`config.mk`:
```
export PLATFORM = sky130hd
export DESIGN_NAME = bhpq_front
export DESIGN_NICKNAME = d
export VERILOG_FILES = /design/src/rtl/bhpq_pkg.sv /design/src/rtl/bhpq_front.sv
export SDC_FILE = /design/constraint.sdc
export NUM_CORES = 1
export LEC_CHECK = 0
export BUFFER_PORTS_ARGS = -buffer_cell sky130_fd_sc_hd__buf_2
export CAP_MARGIN = 20
export CORE_AREA = 2 2 99 101
export DETAILED_ROUTE_END_ITERATION = 8
export DIE_AREA = 0 0 101 103
export SETUP_SLACK_MARGIN = 0.5
export SYNTH_ARGS = -nofsm -noshare
export SYNTH_HDL_FRONTEND = slang
export SYNTH_SLANG_ARGS = --single-unit
```
`constraint.sdc`:
```
create_clock -name i_clk -period 3.7 [get_ports i_clk]
set_input_delay 0.37 -clock i_clk [delete_from_list [all_inputs] [get_ports i_clk]]
set_output_delay 0.37 -clock i_clk [all_outputs]
set_load 0.02 [all_outputs]
```
`src/rtl/bhpq_pkg.sv`:
```
// Package: shared types and constants for the binary heap priority queue.
package bhpq_pkg;
    localparam int Depth    = 1024;
    localparam int KeyWidth = 32;
    localparam int IdxW     = $clog2(Depth);
    localparam int CntW     = IdxW + 1;
    localparam int CfgIdxW  = 1;

    typedef logic [1:0]          t_op;
    typedef logic [1:0]          t_status;
    typedef logic [KeyWidth-1:0] t_key;
    typedef logic [IdxW-1:0]     t_idx;
    typedef logic [CntW-1:0]     t_cnt;

    localparam t_op OP_INSERT  = 2'd0;
    localparam t_op OP_EXTRACT = 2'd1;
    localparam t_op OP_UPDATE  = 2'd2;

    localparam t_status ST_OK    = 2'd0;
    localparam t_status ST_FULL  = 2'd1;
    localparam t_status ST_EMPTY = 2'd2;
    localparam t_status ST_RANGE = 2'd3;

    localparam logic [CfgIdxW-1:0] REG_ORDER    = 1'b0;
    localparam logic [CfgIdxW-1:0] REG_CAPACITY = 1'b1;

    // Classified command passed from front end to back end
    typedef struct packed {
        t_op  op;
        t_key key;
        t_idx idx;
    } t_cmd;

    // Result item
    typedef struct packed {
        t_status status;
        t_key    key_out;
        t_cnt    count_out;
        logic    is_empty;
        logic    is_full;
    } t_res;
endpackage

```
`src/rtl/bhpq_front.sv`:
```
// Front end: two-entry request queue that decouples intake from the heap engine.
module bhpq_front (
    input  logic               i_clk,
    input  logic               i_rst_n,
    input  logic               i_in_valid,
    output logic               o_in_ready,
    input  bhpq_pkg::t_cmd     i_in_cmd,
    output logic               o_cmd_valid,
    input  logic               i_cmd_ready,
    output bhpq_pkg::t_cmd     o_cmd
);
    bhpq_pkg::t_cmd r_q [2];
    logic           r_wp, r_rp;
    logic [1:0]     r_cnt;
    logic           push, pop;

    assign o_in_ready  = (r_cnt != 2'd2);
    assign o_cmd_valid = (r_cnt != 2'd0);
    assign o_cmd       = r_q[r_rp];
    assign push        = i_in_valid && o_in_ready;
    assign pop         = o_cmd_valid && i_cmd_ready;

    // queue storage
    always_ff @(posedge i_clk) begin
        if (push) r_q[r_wp] <= i_in_cmd;
    end

    // pointers and fill count
    always_ff @(posedge i_clk) begin
        if (!i_rst_n) begin
            r_wp  <= 1'b0;
            r_rp  <= 1'b0;
            r_cnt <= 2'd0;
        end else begin
            if (push) r_wp <= ~r_wp;
            if (pop)  r_rp <= ~r_rp;
            r_cnt <= r_cnt + {1'b0, push} - {1'b0, pop};
        end
    end
endmodule

```
==> results.json, run 1 <==
{
  "outcome": "completed",
  "cts_tree": "built",
  "globalRouteOverflowTotal": 0,
  "portBuffers": 93,
  "grt_max_degree": 45,
  "post_cts_buffers": 0,
  "wl_um": 6000,
  "ys_seq_area_frac": 0.759,
  "synth_enable_flop_cells": 88,
  "cts_buffers": 9,
  "syn_area_mm2": 0.00361,
  "maxSlewHeadroom": 0.424,
  "crit_type": "flip-flop to primary output",
  "core_area_mm2": 0.00946,
  "clock_skew_ps": 10.8,
  "regArea_mm2": 0.00274,
  "min_period_over_period": 0.660,
  "cts_max_level": 3,
  "critPathCaptureType": "primary output",
  "drcViolationCount": 0,
  "p_total_w": 0.00293,
  "initial_core_util": 0.382,
  "final-max-slew-violation-count": 0,
  "grt_pass1_vias": 1769,
  "viasPerCell": 4.60,
  "synth_nets": 211,
  "finalNetCount": 314,
  "fin_crit_ps": 2440,
  "post-place-ws_ps": 1570,
  "detailed_place_hpwl_um": 3940,
  "p_leak_nw": 1.72,
  "setup_tns_ps": 0,
  "clockRootBuffer": "clkbuf_8",
  "grtUsageTotal": 0.116,
  "area_delta_synth_final_pct": 21.1,
  "yosysWarnings": 0,
  "ys_ff_latch": 93,
  "ant_nets": 0,
  "dieArea_mm2": 0.0104,
  "fin_area_mm2": 0.00437,
  "hold_path.class": "input port to flip-flop",
  "drive_gt1_frac": 0.587,
  "final-setup-viol-count": 0,
  "highest_layer": "met4",
  "final_util": 0.462,
  "worstSetupStartpointType": "flip-flop",
  "place_congestion": 0.636,
  "syn_avg_cell_area_um2": 22.4,
  "io-pin-count": 94,
  "synth_top_area_share": 0.731,
  "place_area_mm2": 0.00416,
  "powerDensity_mw_per_mm2": 669,
  "die_h_um": 103,
  "ys.flop_type": "edfxtp_1",
  "multiInputGateArea_um2": 785,
  "synth.distinct_cells": 18,
  "critPathArrivalTime_ps": 2070,
  "drtIter0Drc": 51,
  "fp.dieW_um": 101,
  "syn_inst": 161,
  "required_ps": 3330,
  "cts_resized": 0,
  "grt_pass1_wl_um": 8780,
  "tightest_slew_ps": 861,
  "setup_ws_ps": 1260,
  "cp_max_fo": 23,
  "max-cap-violations": 0,
  "yosys.area.top_type": "edfxtp_1",
  "grt_antenna_before_repair": 0,
  "finalHoldViolCount": 0,
  "wl_per_cell_um": 15.7,
  "rows": 36,
  "fmax_mhz": 410,
  "clock_sinks": 93,
  "antenna_cells": 0,
  "synthTopCellsByCount": "edfxtp_1 (88), mux2_4 (40), dfxtp_1 (5), buf_12 (4), mux2_2 (4)",
  "ctsHoldBuffers": 0,
  "first_pass_iters": 4,
  "clk_pin_slew_ps": 90,
  "met1_length_um": 2710,
  "n_fill_cell": 854,
  "vias": 1762,
  "dr_wl_met3_um": 395,
  "reg2reg_slack_ps": 1600,
  "insertion_delay_ps": 350,
  "async_flop_share": 0,
  "synth_area_leaders": "edfxtp_1 (73%), mux2_4 (17%), dfxtp_1 (2.8%)",
  "synth.most_common_cell": "edfxtp_1",
  "route.met2.wl_um": 2800,
  "rsz0062_at_grt": "false",
  "max-clock-path-buffers": 2,
  "max-vdd-ir-drop_uv": 342
}
## worst paths after layout
path / from / end / cells past startpoint
max: flip-flop / o_cmd[25] / 3
min: i_in_cmd[18] / r_q[1][18] / 1
max reg2reg: r_cnt[0] / r_q[0][1] / 4
min reg2reg: r_wp / r_wp / 2
## final cells by class
cell class	count	area share
flip-flops and latches	93	0.627
clock buffers	10	0.0292
multi-input cells	62	0.179
inverters	1	0.000858
repair buffers	97	0.116
well taps	114	0.0326
clock inverters	6	0.0146
## through the flow
step,cells,hold WS (ps)
final,383,201
after global routing,383,171
after global placement,366,507
after floorplan,161,455
after CTS,382,193
after detailed placement,366,520
## logic make-up (layout without fill, tap and decap cells)
family,count (synthesis),after routing,synth area share
buf+inv,6,114,0.0263
fa+ha+maj,2,2,0.00692
compound gates,1,1,0.00208
mux,45,45,0.181
xor+xnor,3,3,0.00727
simple gates,11,11,0.0170
flops,93,93,0.759
## metal layers
layer  up-vias  GRT usage
met1       862      0.146
met2        61      0.181
met3        10     0.0407
met5         -          0
met4         0     0.0561
li1        829          -
## placed cells by master, fill, tap and decap left out, drive strengths merged
cell and n:
xnor2 3, and2 2, buf 97, inv 1
or2 1, edfxtp 88, clkinv 5, ha 2
o21a 1, clkbuf 10, dfxtp 5, nor2b 2
nand2 2, and3 1, bufinv 1, nand2b 2
mux2 44, mux2i 1, nor2 1
## report_power, final
part | internal [W] | switching [W] | total [W]
clock | 0.000312 | 0.000339 | 0.000651
combinational | 0.000411 | 0.000462 | 0.000873
sequential | 0.00132 | 0.0000819 | 0.00140
## critical path, stage by stage (launching register included)
cell and delay, ps:
dfxtp_2 800, buf_4 420, mux2_4 340, buf_2 160
## sequential cells by signal (all words and copies together) (netlist names), named ones only
register / count
r_wp: 1
r_rp: 1
r_cnt: 2
r_q: 88
Power figures use the tool's default switching activity.
==> run 2, diff against run 1 <==
==> constraint.sdc (replaced) <==
create_clock -name i_clk -period 2.4 [get_ports i_clk]
set_input_delay 0.24 -clock i_clk [delete_from_list [all_inputs] [get_ports i_clk]]
set_output_delay 0.24 -clock i_clk [all_outputs]
set_load 0.02 [all_outputs]
==> results.json, run 2 (synthesis results as in run 1) <==
{
  "clock_sinks": 93,
  "n_fill_cell": 836,
  "cp_max_fo": 44,
  "rows": 36,
  "drtIter0Drc": 53,
  "critPathArrivalTime_ps": 1580,
  "fin_area_mm2": 0.00437,
  "insertion_delay_ps": 350,
  "drive_gt1_frac": 0.586,
  "final-setup-viol-count": 0,
  "first_pass_iters": 4,
  "final_cell_mix": "buf_2 (93), edfxtp_1 (88), mux2_4 (40)",
  "wl_um": 6030,
  "place_congestion": 0.647,
  "layout_commonest_cell": "buf_2",
  "portBuffers": 93,
  "die_h_um": 103,
  "cts_buffers": 9,
  "rsz0062_at_grt": "false",
  "post_cts_buffers": 0,
  "path_cells": "buf_12, mux2_2, buf_2",
  "final-max-slew-violation-count": 0,
  "grtUsageTotal": 0.114,
  "max-clock-path-buffers": 2,
  "initial_core_util": 0.382,
  "cts_tree": "built",
  "area_delta_synth_final_pct": 20.9,
  "slowest_stage": "mux2_2",
  "grt_max_degree": 45,
  "min_period_over_period": 0.760,
  "setup_tns_ps": 0,
  "cp.buffers_inverters": 2,
  "ant_nets": 0,
  "clockRootBuffer": "clkbuf_8",
  "outcome": "completed",
  "finalHoldViolCount": 0,
  "grt_pass1_vias": 1730,
  "io-pin-count": 94,
  "post-place-ws_ps": 717,
  "grt_antenna_before_repair": 4,
  "top_register": "r_q",
  "p_total_w": 0.00442,
  "p_leak_nw": 1.70,
  "largest_reg_flops": 88,
  "fin_cells": 384,
  "maxSlewHeadroom": 0.707,
  "place_area_mm2": 0.00420,
  "clock_skew_ps": 10.7,
  "required_ps": 2160,
  "clk_pin_slew_ps": 90,
  "grt_pass1_wl_um": 8630,
  "finalNetCount": 313,
  "vias": 1777,
  "max-vdd-ir-drop_uv": 497,
  "setup_ws_ps": 577,
  "detailed_place_hpwl_um": 3830,
  "hold_path.class": "input port to flip-flop",
  "fp.dieW_um": 101,
  "viasPerCell": 4.63,
  "critPathCaptureType": "primary output",
  "fmax_mhz": 548,
  "drcViolationCount": 0,
  "ctsHoldBuffers": 0,
  "crit_family": "buffers and inverters",
  "slowest_delay_ps": 400,
  "dieArea_mm2": 0.0104,
  "top_regs": "r_q: 88 flops, r_cnt: 2 flops",
  "max-cap-violations": 0,
  "worstSetupStartpointType": "flip-flop",
  "cts_max_level": 3,
  "core_area_mm2": 0.00946,
  "globalRouteOverflowTotal": 0,
  "dp_cells": 366,
  "fin_crit_ps": 1820,
  "wl_per_cell_um": 15.7,
  "tightest_slew_ps": 440,
  "cts_resized": 0,
  "powerDensity_mw_per_mm2": 1010,
  "crit_type": "flip-flop to primary output"
}
==> run 2: changes by cell type in the layout (fill, tap and decap cells not counted) <==
cell / delta
buf_4: -3
buf_12: +2
clkinv_4: -2
diode_2: +2
bufinv_16: -1
clkbuf_1: -1
clkinv_1: +1
clkinv_2: +1
clkinvlp_4: +1
inv_6: +1
==> run 2: metal layers <==
| layer | GRT usage | share of wire | up-vias |
|---|---|---|---|
| met3 | 0.0434 | 0.070 | 15 |
| met5 | 0 | 0.0045 | - |
| met2 | 0.177 | 0.47 | 58 |
| met4 | 0.0655 | 0.024 | 4 |
| li1 | - | - | 834 |
| met1 | 0.137 | 0.43 | 866 |
==> run 2: final timing paths <==
| check | start | end | slack (ps) | cells past startpoint |
|---|---|---|---|---|
| setup reg to reg | r_cnt[0] | r_cnt[1] | 720 | 8 |
| hold reg to reg | r_wp | r_wp | 530 | 2 |
| hold / removal | i_in_cmd[13] | r_q[0][13] | 70 | 1 |
| setup / recovery | flip-flop | o_cmd[1] | 580 | 3 |
==> run 2: per-stage QoR <==
stage	hold WS, ps	utilization
after floorplan	339	-
after global placement	429	0.444
after detailed placement	431	0.444
after CTS	47.1	0.462
after global routing	50.0	0.462
final	69.9	0.462
==> run 2: worst register-to-register path: stages (launching register included) <==
cell and delay (ps):
dfxtp_1 370, nand2b_1 160, nand2_1 140, ha_1 300, inv_1 40, ha_1 180
xnor2_1 130, xnor2_1 120, and2_1 150
==> run 2: where the power goes <==
| part | switching (W) | internal [W] |
|---|---|---|
| combinational | 0.000769 | 0.000651 |
| sequential | 0.0000665 | 0.00204 |
| clock | 0.000530 | 0.000370 |
==> run 2: final cells by class <==
| cell class | count | area (um2) | share of cell area |
|---|---|---|---|
| sequential | 93 | 2740 | 0.628 |
| multi-input combinational | 62 | 785 | 0.180 |
| timing repair buffer | 96 | 526 | 0.120 |
| tap | 114 | 143 | 0.0326 |
| clock buffer | 9 | 124 | 0.0283 |
| clock inverter | 7 | 41.3 | 0.00945 |
| antenna | 2 | 5.00 | 0.00115 |
| inverter | 1 | 3.75 | 0.000859 |
